===== src/hw/rtl/nsks_pkg.sv =====
`timescale 1ns / 1ps
// ----------------------------------------------------------------------------
// nsks_pkg: shared types and constants for the sorted key snap block
// Table geometry, time format, and the item and control structs that pass
// through the top level, or between it and the search sequencer.
// ----------------------------------------------------------------------------
package nsks_pkg;

    // Table geometry.
    localparam int TABLE_DEPTH = 1024;
    localparam int ADDR_W      = $clog2(TABLE_DEPTH);
    localparam int CNT_W       = $clog2(TABLE_DEPTH + 1);

    // Times are signed fixed point with 16 fraction bits.
    localparam int TIME_W      = 48;
    localparam int DIST_W      = TIME_W + 1;
    localparam int QNUM_W      = 16;

    // Command codes of an input item.
    localparam logic CMD_WRITE = 1'b0;
    localparam logic CMD_QUERY = 1'b1;

    // One input item.
    typedef struct packed {
        logic                     cmd;
        logic [ADDR_W-1:0]        key_slot;
        logic signed [TIME_W-1:0] time_value;
        logic                     last_query;
    } nsks_in_t;

    // One result item.
    typedef struct packed {
        logic signed [TIME_W-1:0] snapped_time;
        logic [QNUM_W-1:0]        query_number;
    } nsks_out_t;

    // Query request from the top level to the search sequencer.
    typedef struct packed {
        logic                     go;
        logic [CNT_W-1:0]         count;
        logic signed [TIME_W-1:0] target;
    } nsks_req_t;

    // Status and answer from the search sequencer.
    typedef struct packed {
        logic                     busy;
        logic                     done;
        logic signed [TIME_W-1:0] snapped;
    } nsks_rsp_t;

endpackage


===== src/hw/rtl/nsks_dist.sv =====
`timescale 1ns / 1ps
// ----------------------------------------------------------------------------
// nsks_dist: shared subtract unit
// Forms the exact signed difference of two times at one extra bit. Its sign
// drives the search compare and its magnitude gives the neighbor distance.
// ----------------------------------------------------------------------------
module nsks_dist (
    input  logic signed [nsks_pkg::TIME_W-1:0] a,
    input  logic signed [nsks_pkg::TIME_W-1:0] b,
    output logic                               lt,
    output logic [nsks_pkg::DIST_W-1:0]        mag
);

    logic [nsks_pkg::DIST_W-1:0] diff;

    // Sign-extended difference a - b; cannot overflow at this width.
    assign diff = {a[nsks_pkg::TIME_W-1], a} - {b[nsks_pkg::TIME_W-1], b};
    assign lt   = diff[nsks_pkg::DIST_W-1];

    // Absolute value; the largest magnitude still fits unsigned.
    assign mag  = lt ? (~diff + nsks_pkg::DIST_W'(1)) : diff;

endmodule


===== src/hw/rtl/nsks_seq.sv =====
`timescale 1ns / 1ps
// ----------------------------------------------------------------------------
// nsks_seq: binary search sequencer
// Runs a lower-bound search over the key memory, one read per step, then
// fetches the lone neighbor or both neighbors and picks the nearer one
// using the shared subtract unit.
// ----------------------------------------------------------------------------
module nsks_seq (
    input  logic                               clk,
    input  logic                               rst_n,
    input  nsks_pkg::nsks_req_t                req,
    output nsks_pkg::nsks_rsp_t                rsp,
    output logic [nsks_pkg::ADDR_W-1:0]        rd_addr,
    input  logic signed [nsks_pkg::TIME_W-1:0] rd_data
);

    typedef enum logic [2:0] {
        S_IDLE,
        S_SRCH,
        S_NB1,
        S_NB2,
        S_CMP
    } state_t;

    state_t                             state_reg, state_next;
    logic [nsks_pkg::CNT_W-1:0]         lo_reg, lo_next;
    logic [nsks_pkg::CNT_W-1:0]         hi_reg, hi_next;
    logic [nsks_pkg::CNT_W-1:0]         n_reg, n_next;
    logic [nsks_pkg::ADDR_W-1:0]        mid_reg, mid_next;
    logic signed [nsks_pkg::TIME_W-1:0] target_reg, target_next;
    logic signed [nsks_pkg::TIME_W-1:0] up_reg, up_next;
    logic [nsks_pkg::DIST_W-1:0]        up_dist_reg, up_dist_next;
    logic signed [nsks_pkg::TIME_W-1:0] down_reg, down_next;
    logic [nsks_pkg::DIST_W-1:0]        down_dist_reg, down_dist_next;
    logic                               done_reg, done_next;
    logic signed [nsks_pkg::TIME_W-1:0] snapped_reg, snapped_next;

    logic                               key_lt;
    logic [nsks_pkg::DIST_W-1:0]        key_dist;
    logic [nsks_pkg::CNT_W-1:0]         step_lo;
    logic [nsks_pkg::CNT_W-1:0]         step_hi;
    logic [nsks_pkg::CNT_W:0]           step_sum;
    logic [nsks_pkg::CNT_W-1:0]         step_mid;
    logic [nsks_pkg::CNT_W-1:0]         first_nb;
    logic [nsks_pkg::CNT_W-1:0]         lo_dec;
    logic                               two_nb;

    // Shared subtract unit: memory data against the target.
    nsks_dist u_dist (
        .a   (rd_data),
        .b   (target_reg),
        .lt  (key_lt),
        .mag (key_dist)
    );

    // One search step from the key read in the previous cycle.
    always_comb
    begin
        step_lo  = key_lt ? ({1'b0, mid_reg} + nsks_pkg::CNT_W'(1)) : lo_reg;
        step_hi  = key_lt ? hi_reg : {1'b0, mid_reg};
        step_sum = {1'b0, step_lo} + {1'b0, step_hi};
        step_mid = step_sum[nsks_pkg::CNT_W:1];
        first_nb = (step_lo < n_reg) ? step_lo : (step_lo - nsks_pkg::CNT_W'(1));
        lo_dec   = lo_reg - nsks_pkg::CNT_W'(1);
        two_nb   = (lo_reg < n_reg) && (lo_reg != '0);
    end

    // Sequencer next-state logic.
    always_comb
    begin
        state_next     = state_reg;
        lo_next        = lo_reg;
        hi_next        = hi_reg;
        n_next         = n_reg;
        mid_next       = mid_reg;
        target_next    = target_reg;
        up_next        = up_reg;
        up_dist_next   = up_dist_reg;
        down_next      = down_reg;
        down_dist_next = down_dist_reg;
        done_next      = 1'b0;
        snapped_next   = snapped_reg;
        rd_addr        = mid_reg;

        case (state_reg)
            S_IDLE:
            begin
                if (req.go)
                begin
                    target_next = req.target;
                    n_next      = req.count;
                    if (req.count == '0)
                    begin
                        // Empty table echoes the target.
                        snapped_next = req.target;
                        done_next    = 1'b1;
                    end
                    else
                    begin
                        lo_next    = '0;
                        hi_next    = req.count;
                        mid_next   = req.count[nsks_pkg::CNT_W-1:1];
                        rd_addr    = req.count[nsks_pkg::CNT_W-1:1];
                        state_next = S_SRCH;
                    end
                end
            end

            S_SRCH:
            begin
                lo_next = step_lo;
                hi_next = step_hi;
                if (step_lo < step_hi)
                begin
                    mid_next = step_mid[nsks_pkg::ADDR_W-1:0];
                    rd_addr  = step_mid[nsks_pkg::ADDR_W-1:0];
                end
                else
                begin
                    // Search done: fetch the upper neighbor, or the last key.
                    rd_addr    = first_nb[nsks_pkg::ADDR_W-1:0];
                    state_next = S_NB1;
                end
            end

            S_NB1:
            begin
                if (two_nb)
                begin
                    up_next      = rd_data;
                    up_dist_next = key_dist;
                    rd_addr      = lo_dec[nsks_pkg::ADDR_W-1:0];
                    state_next   = S_NB2;
                end
                else
                begin
                    snapped_next = rd_data;
                    done_next    = 1'b1;
                    state_next   = S_IDLE;
                end
            end

            S_NB2:
            begin
                down_next      = rd_data;
                down_dist_next = key_dist;
                state_next     = S_CMP;
            end

            S_CMP:
            begin
                // A tie goes to the upper neighbor.
                snapped_next = (up_dist_reg <= down_dist_reg) ? up_reg : down_reg;
                done_next    = 1'b1;
                state_next   = S_IDLE;
            end

            default:
            begin
                state_next = S_IDLE;
            end
        endcase
    end

    // State and registered outputs.
    always_ff @(posedge clk or negedge rst_n)
    begin
        if (!rst_n)
        begin
            state_reg <= S_IDLE;
            done_reg  <= 1'b0;
        end
        else
        begin
            state_reg <= state_next;
            done_reg  <= done_next;
        end
    end

    // Datapath registers.
    always_ff @(posedge clk)
    begin
        lo_reg        <= lo_next;
        hi_reg        <= hi_next;
        n_reg         <= n_next;
        mid_reg       <= mid_next;
        target_reg    <= target_next;
        up_reg        <= up_next;
        up_dist_reg   <= up_dist_next;
        down_reg      <= down_next;
        down_dist_reg <= down_dist_next;
        snapped_reg   <= snapped_next;
    end

    assign rsp.busy    = (state_reg != S_IDLE);
    assign rsp.done    = done_reg;
    assign rsp.snapped = snapped_reg;

endmodule


===== config.mk =====
export PLATFORM = sky130hd
export DESIGN_NAME = nsks_seq
export DESIGN_NICKNAME = d
export VERILOG_FILES = /design/src/hw/rtl/nsks_pkg.sv /design/src/hw/rtl/nsks_dist.sv /design/src/hw/rtl/nsks_seq.sv
export SDC_FILE = /design/constraint.sdc
export NUM_CORES = 1
export LEC_CHECK = 0
export BUFFER_PORTS_ARGS = -buffer_cell sky130_fd_sc_hd__buf_2
export CAP_MARGIN = 20
export CORE_ASPECT_RATIO = 1.5
export CORE_MARGIN = 1.5
export CORE_UTILIZATION = 25
export DETAILED_ROUTE_END_ITERATION = 16
export PLACE_DENSITY = 0.39
export SETUP_SLACK_MARGIN = 0.4
export SYNTH_ARGS = -nofsm -noshare
export SYNTH_HDL_FRONTEND = slang
export SYNTH_SLANG_ARGS = --single-unit

===== constraint.sdc =====
create_clock -name clk -period 7 [get_ports clk]
set_input_delay 0.7 -clock clk [delete_from_list [all_inputs] [get_ports clk]]
set_output_delay 0.7 -clock clk [all_outputs]
set_load 0.005 [all_outputs]

==> results.yml, run 1 <==
outcome:
  status: "finished, final reports clean"
yosys:
  yosys_warnings: 0
  yosysTopAreaCellShare_pct: 50.5
  synth_ff_type: "edfxtp_1"
  yosys-top-cells-count: "333 x edfxtp_1, 166 x inv_1, 136 x ha_1"
  synth_area_sq_um: 19800
  synthDistinctLibCells: 87
  avgSynthCellArea_sq_um: 10.9
  syn-num-nets: 2059
  synth-seq-cells: 337
  ys_top_cells_by_area: "edfxtp_1 51%, ha_1 8.6%, mux2i_1 3.6%"
  synth_edf_count: 333
  yosys.area.top_type: "edfxtp_1"
  syn_inst: 1811
  ys_seq_area_share_pct: 51.0
  synth_most_common_cell: "edfxtp_1"
  synthArstFlopShare_pct: 1.19
sta:
  layout_setup_ws_ns: 0.533
  maxSlewHeadroom_pct: 29.6
  period_needed_ns: 6.47
  period_share_pct: 92.4
  skew_ns: 0.0150
  drv_slew: 0
  max_clock_freq_ghz: 0.155
  hold_viol: 0
  rsz0062_at_grt: "no"
  hold_ws_ns: 0.322
  final-setup-viol-count: 0
  worstMarginPinSlew_ns: 1.06
placement:
  pre_cts_ws_ns: -0.0899
  placement.io_buffers: 169
  gp_congestion: 0.917
  hpwl_um: 51900
final_layout:
  final_layout_size_suffix_gt1_share_pct: 19.8
  layout-area-overhead-vs-synth_pct: 21.4
  fin_nets: 2276
  fillers: 8126
detailed_routing:
  ant_nets: 0
  drtIter0Drc: 888
  drc: 0
  wl_per_cell_um: 22.8
  routed_via_density: 4.90
  dr.pass1.iters: 5
  wl_um: 70300
  via_count: 15100
floorplanning:
  die_h_um: 348
  die_area_sq_um: 80900
  fp.dieW_um: 233
  start_util_pct: 25.2
  pin_count: 170
  rows: 126
  core_area_sq_um: 78500
critical_path:
  critPathMaxFanout: 8
  critical_path_class: "register to primary output"
  required_ns: 6.30
  cp-end-kind: "primary output"
  arrival_ns: 5.77
  startpoint_type: "register"
clocking:
  clockBufferDepth: 3
  cts.clk_slew.worst_paths_ns: 0.07
  htree_levels: 2
  clock-sinks: 337
  cts_tree: "built"
  insertion_delay_ns: 0.58
  root_buffer: "clkbuf_16"
  cts-buffers-inserted: 38
global_routing:
  overflow: 0
  gr-usage-all-layers_pct: 17.0
  grt_pass1_wl_um: 102000
  first_global_vias: 15500
  grt_max_degree: 60
  antenna_found_initial: 5
pwr:
  peakVddDrop_mv: 0.303
  power_density_nw_per_um2: 448
  p_leak_nw: 9.63
min_path:
  hold_path_class: "primary input to register"
run:
  cap_viol_max_count: 0
-- power breakdown --
part	total (mW)	internal [mW]	switching (mW)
clock	1.93	1.08	0.855
sequential	3.20	2.92	0.275
combinational	5.64	2.25	3.39
total	10.8	6.25	4.52
-- worst paths after layout --
| path | to | depth (start not counted) | slack (ns) | startpoint |
|---|---|---|---|---|
| worst max-delay path | rd_addr[4] | 23 | 0.53 | target_reg[44]$_DFFE_PP_ |
| worst min-delay path | target_reg[34]$_DFFE_PP_ | 1 | 0.32 | req[34] |
| worst max register to register | mid_reg[9]$_DFFE_PP_ | 20 | 1.64 | target_reg[44]$_DFFE_PP_ |
| worst min register to register | snapped_reg[4]$_DFFE_PP_ | 2 | 0.62 | down_reg[4]$_DFFE_PP_ |
| max in group asynchronous | state_reg[1]$_DFFE_PN0P_ | 2 | 6.40 | rst_n |
| min in group asynchronous | state_reg[0]$_DFFE_PN0P_ | 2 | 0.46 | rst_n |
-- through the flow --
stage | cells | cell area (sq um) | setup TNS [ns] | util (%) | power [mW]
after global routing | 3081 | 24000 | 0 | 30.6 | 11.5
after detailed placement | 2974 | 22000 | -0.160 | 28.0 | 8.14
final | 3081 | 24000 | 0 | 30.6 | 10.8
after floorplan | 1811 | 19800 | 0 | - | 6.33
after CTS | 3050 | 23300 | 0 | 29.7 | 10.2
after global placement | 2974 | 22000 | -0.210 | 28.0 | 8.15
-- per-layer routing --
layer | up-vias | routed length, um | GRT usage (%) | share of wire [%]
met5 | - | 34 | 0 | 0.048
met4 | 6 | 2730 | 6.91 | 3.9
met3 | 126 | 2320 | 2.07 | 3.3
met2 | 347 | 37500 | 31.7 | 53
met1 | 7467 | 27700 | 19.3 | 39
li1 | 7156 | - | - | -
-- layout make-up --
type                            count  area (sq um)  share of cell area, %
Multi-Input combinational cell   1238          9350                   38.9
Antenna cell                        1          2.50                 0.0104
Sequential cell                   337         10100                   42.0
Tap cell                         1024          1280                   5.33
Clock buffer                       51          1030                   4.28
Clock inverter                     17           136                  0.568
Inverter                          168           633                   2.63
Timing Repair Buffer              245          1500                   6.24
-- timing repair --
item	CTS	global route
endpoints found under the setup margin	10	10
hold endpoints to repair	4	0
gates resized for setup	27	74
buffers inserted	6	26
hold buffers	1	0
gates cloned	1	3
pin swaps	6	33
-- layout by cell type (no fill, tap or decap), drive strengths merged, types with 5 or more instances in the layout --
master | synthesis | routed
nor2 | 83 | 83
o211ai | 10 | 10
nand4 | 36 | 36
and2 | 15 | 15
o221ai | 5 | 5
nor3 | 24 | 24
xor2 | 44 | 44
nand2 | 115 | 115
a31oi | 20 | 20
clkinv | 0 | 11
a22oi | 52 | 52
ha | 136 | 136
o21a | 11 | 11
clkbuf | 47 | 53
nor2b | 20 | 20
a211o | 6 | 6
or3 | 16 | 16
buf | 22 | 242
edfxtp | 333 | 333
mux2i | 72 | 72
a21o | 45 | 46
and3 | 5 | 5
o21ai | 142 | 142
inv | 168 | 171
nand3 | 37 | 37
a21oi | 124 | 124
o21bai | 15 | 15
o31ai | 13 | 13
nor4 | 9 | 9
a211oi | 16 | 16
xnor2 | 73 | 73
nand2b | 25 | 25
-- worst max-delay path, cell delays in order, from the launching register on --
cell,delay [ns]
edfxtp_1,0.33
inv_1,0.07
ha_4,0.27
nand4_2,0.11
or4_4,0.60
nand4b_1,0.38
a31oi_4,0.35
nor4_4,0.09
buf_4,0.14
a21o_4,0.29
buf_12,0.17
mux2_4,0.37
ha_4,0.18
a21o_1,0.16
a21o_1,0.17
a21oi_2,0.18
o311a_1,0.23
a31o_4,0.19
nor2_2,0.05
buf_6,0.15
buf_4,0.15
a211o_1,0.25
a22o_1,0.18
buf_2,0.12
-- logic make-up (layout without fill, tap and decap cells) --
kind of cell,count (synthesis),count (layout),synth area share [%]
compound gates,498,499,15.9
xor+xnor,117,117,5.21
fa+ha+maj,139,139,8.86
buf+inv,237,481,4.71
flops,337,337,51.0
mux,76,76,3.93
other cells,0,1,0
simple gates,407,407,10.4
Power figures use the tool's default switching activity.
==> inputs of run 2 (changes only) <==
--- a/config.mk
+++ b/config.mk
@@ -11,7 +11,8 @@
 export CORE_MARGIN = 1.5
 export CORE_UTILIZATION = 25
 export DETAILED_ROUTE_END_ITERATION = 16
-export PLACE_DENSITY = 0.39
+export GPL_ROUTABILITY_DRIVEN = 1
+export PLACE_DENSITY = 0.48
 export SETUP_SLACK_MARGIN = 0.4
 export SYNTH_ARGS = -nofsm -noshare
 export SYNTH_HDL_FRONTEND = slang
==> constraint.sdc (replaced) <==
create_clock -name clk -period 6.8 [get_ports clk]
set_input_delay 0.68 -clock clk [delete_from_list [all_inputs] [get_ports clk]]
set_output_delay 0.68 -clock clk [all_outputs]
set_load 0.005 [all_outputs]
==> results.yml, run 2 (same netlist as run 1, synthesis figures left out) <==
outcome:
  status: "finished, final reports clean"
final_layout:
  instances_no_fill: 3098
  layout_commonest_cell: "edfxtp_1"
  antenna_cells: 0
  post-route-cell-area_sq_um: 24400
  final_layout_size_suffix_gt1_share_pct: 21.6
  layout-area-overhead-vs-synth_pct: 23.0
  layout_common_cells: "333 x edfxtp_1, 169 x buf_2, 154 x inv_1"
  fin_nets: 2294
  final_util_pct: 31.0
global_routing:
  grt_max_degree: 63
  first_global_vias: 15900
  antenna_found_initial: 6
  gr-usage-all-layers_pct: 16.4
  grt_pass1_wl_um: 98400
  overflow: 0
sta:
  final-setup-viol-count: 0
  period_share_pct: 94.1
  maxSlewHeadroom_pct: 32.2
  rsz0062_at_grt: "yes"
  period_needed_ns: 6.40
  drv_slew: 0
  max_clock_freq_ghz: 0.156
  layout_setup_ws_ns: 0.399
  tns_ns: 0
  hold_ws_ns: 0.303
  worstMarginPinSlew_ns: 1.02
  skew_ns: 0.0382
  hold_viol: 0
critical_path:
  reg2reg_depth: 19
  crit_path_start: "target_reg[46]$_DFFE_PP_"
  crit_slowest_cell: "or4_4"
  critPathMaxStageDelay_ns: 0.59
  critical_path_class: "register to primary output"
  required_ns: 6.12
  startpoint_type: "register"
  cp_cell_sequence: "inv_2 > ha_4 > nand4_4 > or4_4 > nand4b_1 > a31oi_4 > nor4_4 > a21o_4 > buf_16 > mux2_4 > ha_4 > nand2b_4 > a21oi_2 > o41a_1 > a31o_4 > nand2_4 > inv_4 > a221o_1 > a211o_1 > a22o_1 > buf_2"
  r2r-end: "mid_reg[7]$_DFFE_PP_"
  ff2ff_setup_slack_ns: 1.47
  cp-endpoint: "rd_addr[4]"
  worst_path_most_repeated_cell: "ha_4"
  arrival_ns: 5.72
  cp-end-kind: "primary output"
  reg2reg_from: "target_reg[46]$_DFFE_PP_"
  critPathMaxFanout: 7
placement:
  placement.io_buffers: 169
  gp_congestion: 1.00
  hpwl_um: 51000
  pre_cts_ws_ns: -0.207
  place_inst: 2991
  placed_area_sq_um: 22100
clocking:
  clock-sinks: 337
  htree_levels: 2
  cts_tree: "built"
  clockBufferDepth: 3
  root_buffer: "clkbuf_16"
  insertion_delay_ns: 0.58
  cts-buffers-inserted: 36
  cts.clk_slew.worst_paths_ns: 0.06
floorplanning:
  die_area_sq_um: 80900
  fp.dieW_um: 233
  rows: 126
  start_util_pct: 25.2
  die_h_um: 348
  core_area_sq_um: 78500
  pin_count: 170
detailed_routing:
  wl_um: 67300
  ant_nets: 0
  drc: 0
  routed_via_density: 4.92
  drtIter0Drc: 878
  dr.pass1.iters: 5
  wl_per_cell_um: 21.7
  via_count: 15200
min_path:
  hold_path_class: "primary input to register"
pwr:
  power_density_nw_per_um2: 469
  power.total_mw: 11.4
  peakVddDrop_mv: 0.346
  p_leak_nw: 9.73
run:
  cap_viol_max_count: 0
run 2: changes by cell type in the layout (fill, tap and decap cells not counted), sizes merged:
cell and delta:
bufinv +1, clkinv +7, buf +23, inv -2
clkbuf -9, clkinvlp -1, a21o -1, diode -1
run 2: worst min-delay path by stage:
stage	slack (ns)	start	to	depth (start not counted)
detailed placement	0.51	rst_n	state_reg[0]$_DFFE_PN0P_	1
floorplan	0.38	rst_n	done_reg$_DFF_PN0_	0
CTS	0.26	req[9]	target_reg[9]$_DFFE_PP_	1
global placement	0.52	rst_n	state_reg[0]$_DFFE_PN0P_	1
global route	0.27	req[8]	target_reg[8]$_DFFE_PP_	1
finish	0.30	req[9]	target_reg[9]$_DFFE_PP_	1
run 2: report_power, final:
group | total (mW) | switching (mW) | internal [mW]
logic | 6.20 | 3.65 | 2.55
clock network | 1.92 | 0.860 | 1.06
registers | 3.29 | 0.280 | 3.01
run 2: metal layers:
layer	track usage, %	share of wire (%)	wire length [um]
met1	16.8	36	24400
met2	30.6	53	35700
met3	2.20	3.6	2400
met4	10.6	7.1	4760
met5	0	0.080	54
run 2: area by class of cell:
| type | instances | area [sq um] |
|---|---|---|
| Sequential cell | 337 | 10100 |
| Tap cell | 1024 | 1280 |
| Timing Repair Buffer | 266 | 1670 |
| Multi-Input combinational cell | 1237 | 9540 |
| Fill cell | 8153 | 54200 |
| Clock inverter | 22 | 196 |
| Clock buffer | 44 | 931 |
| Inverter | 168 | 636 |
run 2: what timing repair did:
action                                  in CTS  in global routing
setup buffers                               21                 18
endpoints found under the setup margin      10                 10
gates cloned                                 1                  0
hold endpoints to repair                     4                  0
hold buffers                                 1                  0
pin swaps                                   22                 52
gates resized for setup                     63                 80
run 2: critical path: cells and delay by family (launching register included):
family | cells | cell delay, ns
buf+inv | 4 | 0.38
mux | 1 | 0.33
fa+ha+maj | 2 | 0.54
compound gates | 8 | 2.19
flops | 1 | 0.34
simple gates | 6 | 1.35
==> inputs of run 3 (changes only) <==
--- a/config.mk
+++ b/config.mk
@@ -12,8 +12,7 @@
 export CORE_UTILIZATION = 25
 export DETAILED_ROUTE_END_ITERATION = 16
 export GPL_ROUTABILITY_DRIVEN = 1
-export PLACE_DENSITY = 0.48
-export SETUP_SLACK_MARGIN = 0.4
+export PLACE_DENSITY = 0.36
 export SYNTH_ARGS = -nofsm -noshare
 export SYNTH_HDL_FRONTEND = slang
 export SYNTH_SLANG_ARGS = --single-unit
==> results.yml, run 3 (same netlist as run 1, synthesis figures left out) <==
outcome:
  status: "finished, final reports clean"
detailed_routing:
  drc: 0
  wl_um: 73000
  via_count: 15000
  ant_nets: 0
  drtIter0Drc: 866
  dr.pass1.iters: 5
  routed_via_density: 4.88
  wl_per_cell_um: 23.7
floorplanning:
  core_area_sq_um: 78500
  fp.dieW_um: 233
  die_area_sq_um: 80900
  pin_count: 170
  start_util_pct: 25.2
  die_h_um: 348
  rows: 126
critical_path:
  critPathMaxFanout: 8
  arrival_ns: 5.81
  critical_path_class: "register to primary output"
  required_ns: 6.12
  startpoint_type: "register"
  cp-end-kind: "primary output"
global_routing:
  first_global_vias: 15600
  met2_usage_pct: 34.3
  antenna_found_initial: 9
  top_usage_layer: "met2"
  met1_usage_pct: 19.0
  overflow: 0
  grt_pass1_wl_um: 106000
  gr-usage-all-layers_pct: 18.0
  grt_max_degree: 63
  grt_use_met3_pct: 2.34
final_layout:
  layout-area-overhead-vs-synth_pct: 18.7
  final_layout_size_suffix_gt1_share_pct: 16.6
  fillers: 8191
  fin_nets: 2270
  layout_commonest_cell: "edfxtp_1"
  layout_common_cells: "333 x edfxtp_1, 169 x buf_2, 165 x inv_1"
  final_util_pct: 29.9
clocking:
  cts-buffers-inserted: 38
  clockBufferDepth: 3
  cts_tree: "built"
  insertion_delay_ns: 0.57
  clock-sinks: 337
  root_buffer: "clkbuf_16"
  htree_levels: 2
  cts.clk_slew.worst_paths_ns: 0.06
min_path:
  hold_path_class: "primary input to register"
sta:
  hold_viol: 0
  skew_ns: 0.0215
  rsz0062_at_grt: "no"
  period_share_pct: 95.5
  hold_ws_ns: 0.314
  drv_slew: 0
  max_clock_freq_ghz: 0.154
  worstMarginPinSlew_ns: 1.09
  maxSlewHeadroom_pct: 27.0
  final-setup-viol-count: 0
  tns_ns: 0
  period_needed_ns: 6.49
pwr:
  power.total_mw: 10.7
  p_leak_nw: 9.57
  power_density_nw_per_um2: 456
  peakVddDrop_mv: 0.336
placement:
  hpwl_um: 56200
  gp_congestion: 0.904
  placement.io_buffers: 169
run:
  cap_viol_max_count: 0
## run 3: repair_timing
item                                   CTS  global route
setup endpoints to repair                0             9
gates resized for setup                  0            11
endpoints found under the hold margin    4             0
buffers inserted                         0             3
hold buffers                             1             0
## run 3: per-layer routing
metal  routed length (um)  vias up
li1                     -     7116
met1                27000     7391
met2                39600      334
met3                 2410      144
met4                 3860        8
met5                   57        -
## run 3: final timing paths
kind                                           from                   endpoint  slack (ns)  depth (start not counted)
min in group asynchronous                     rst_n         done_reg$_DFF_PN0_        0.49                          2
min reg2reg                  down_reg[28]$_DFFE_PP_  snapped_reg[28]$_DFFE_PP_        0.61                          2
min                                          req[1]    target_reg[1]$_DFFE_PP_        0.31                          1
max reg2reg                target_reg[41]$_DFFE_PP_       mid_reg[0]$_DFFE_PP_        1.39                         20
max in group asynchronous                     rst_n   state_reg[2]$_DFFE_PN0P_        6.17                          2
max                        target_reg[41]$_DFFE_PP_                 rd_addr[4]        0.31                         22
## run 3: cell type report
cell class / count / area (sq um) / area share [%]
flip-flops and latches: 337 / 10100 / 43.0
clock inverters: 20 / 155 / 0.660
repair buffers: 240 / 1390 / 5.93
inverters: 168 / 633 / 2.69
diodes: 1 / 2.50 / 0.0107
clock buffers: 48 / 1050 / 4.48
well taps: 1024 / 1280 / 5.45
multi-input cells: 1237 / 8880 / 37.8
## run 3: stage by stage
stage | cells | area, sq um | setup WS, ns
floorplan | 1811 | 19800 | 0.582
global placement | 3002 | 22200 | 0.271
detailed placement | 3002 | 22200 | 0.256
CTS | 3071 | 23400 | 0.144
global route | 3074 | 23500 | 0.0134
finish | 3075 | 23500 | 0.308
## run 3: worst max-delay path, stage by stage, from the launching register on
cell and delay, ns:
edfxtp_1 0.33, inv_1 0.04, ha_1 0.34, inv_1 0.10
or4_4 0.58, nand4b_1 0.36, a31oi_4 0.31, nor4_2 0.08
buf_4 0.17, a21oi_4 0.26, buf_4 0.23, o31ai_1 0.09
buf_4 0.17, ha_1 0.35, nand2_1 0.07, o41a_1 0.41
a31o_2 0.26, nand2_1 0.09, inv_1 0.07, a221o_1 0.34
a211o_1 0.28, a22o_1 0.18, buf_2 0.13
## run 3: where the power goes
part | switching, mW | internal (mW)
Clock | 0.877 | 1.18
Sequential | 0.288 | 3.01
Combinational | 3.36 | 2.00
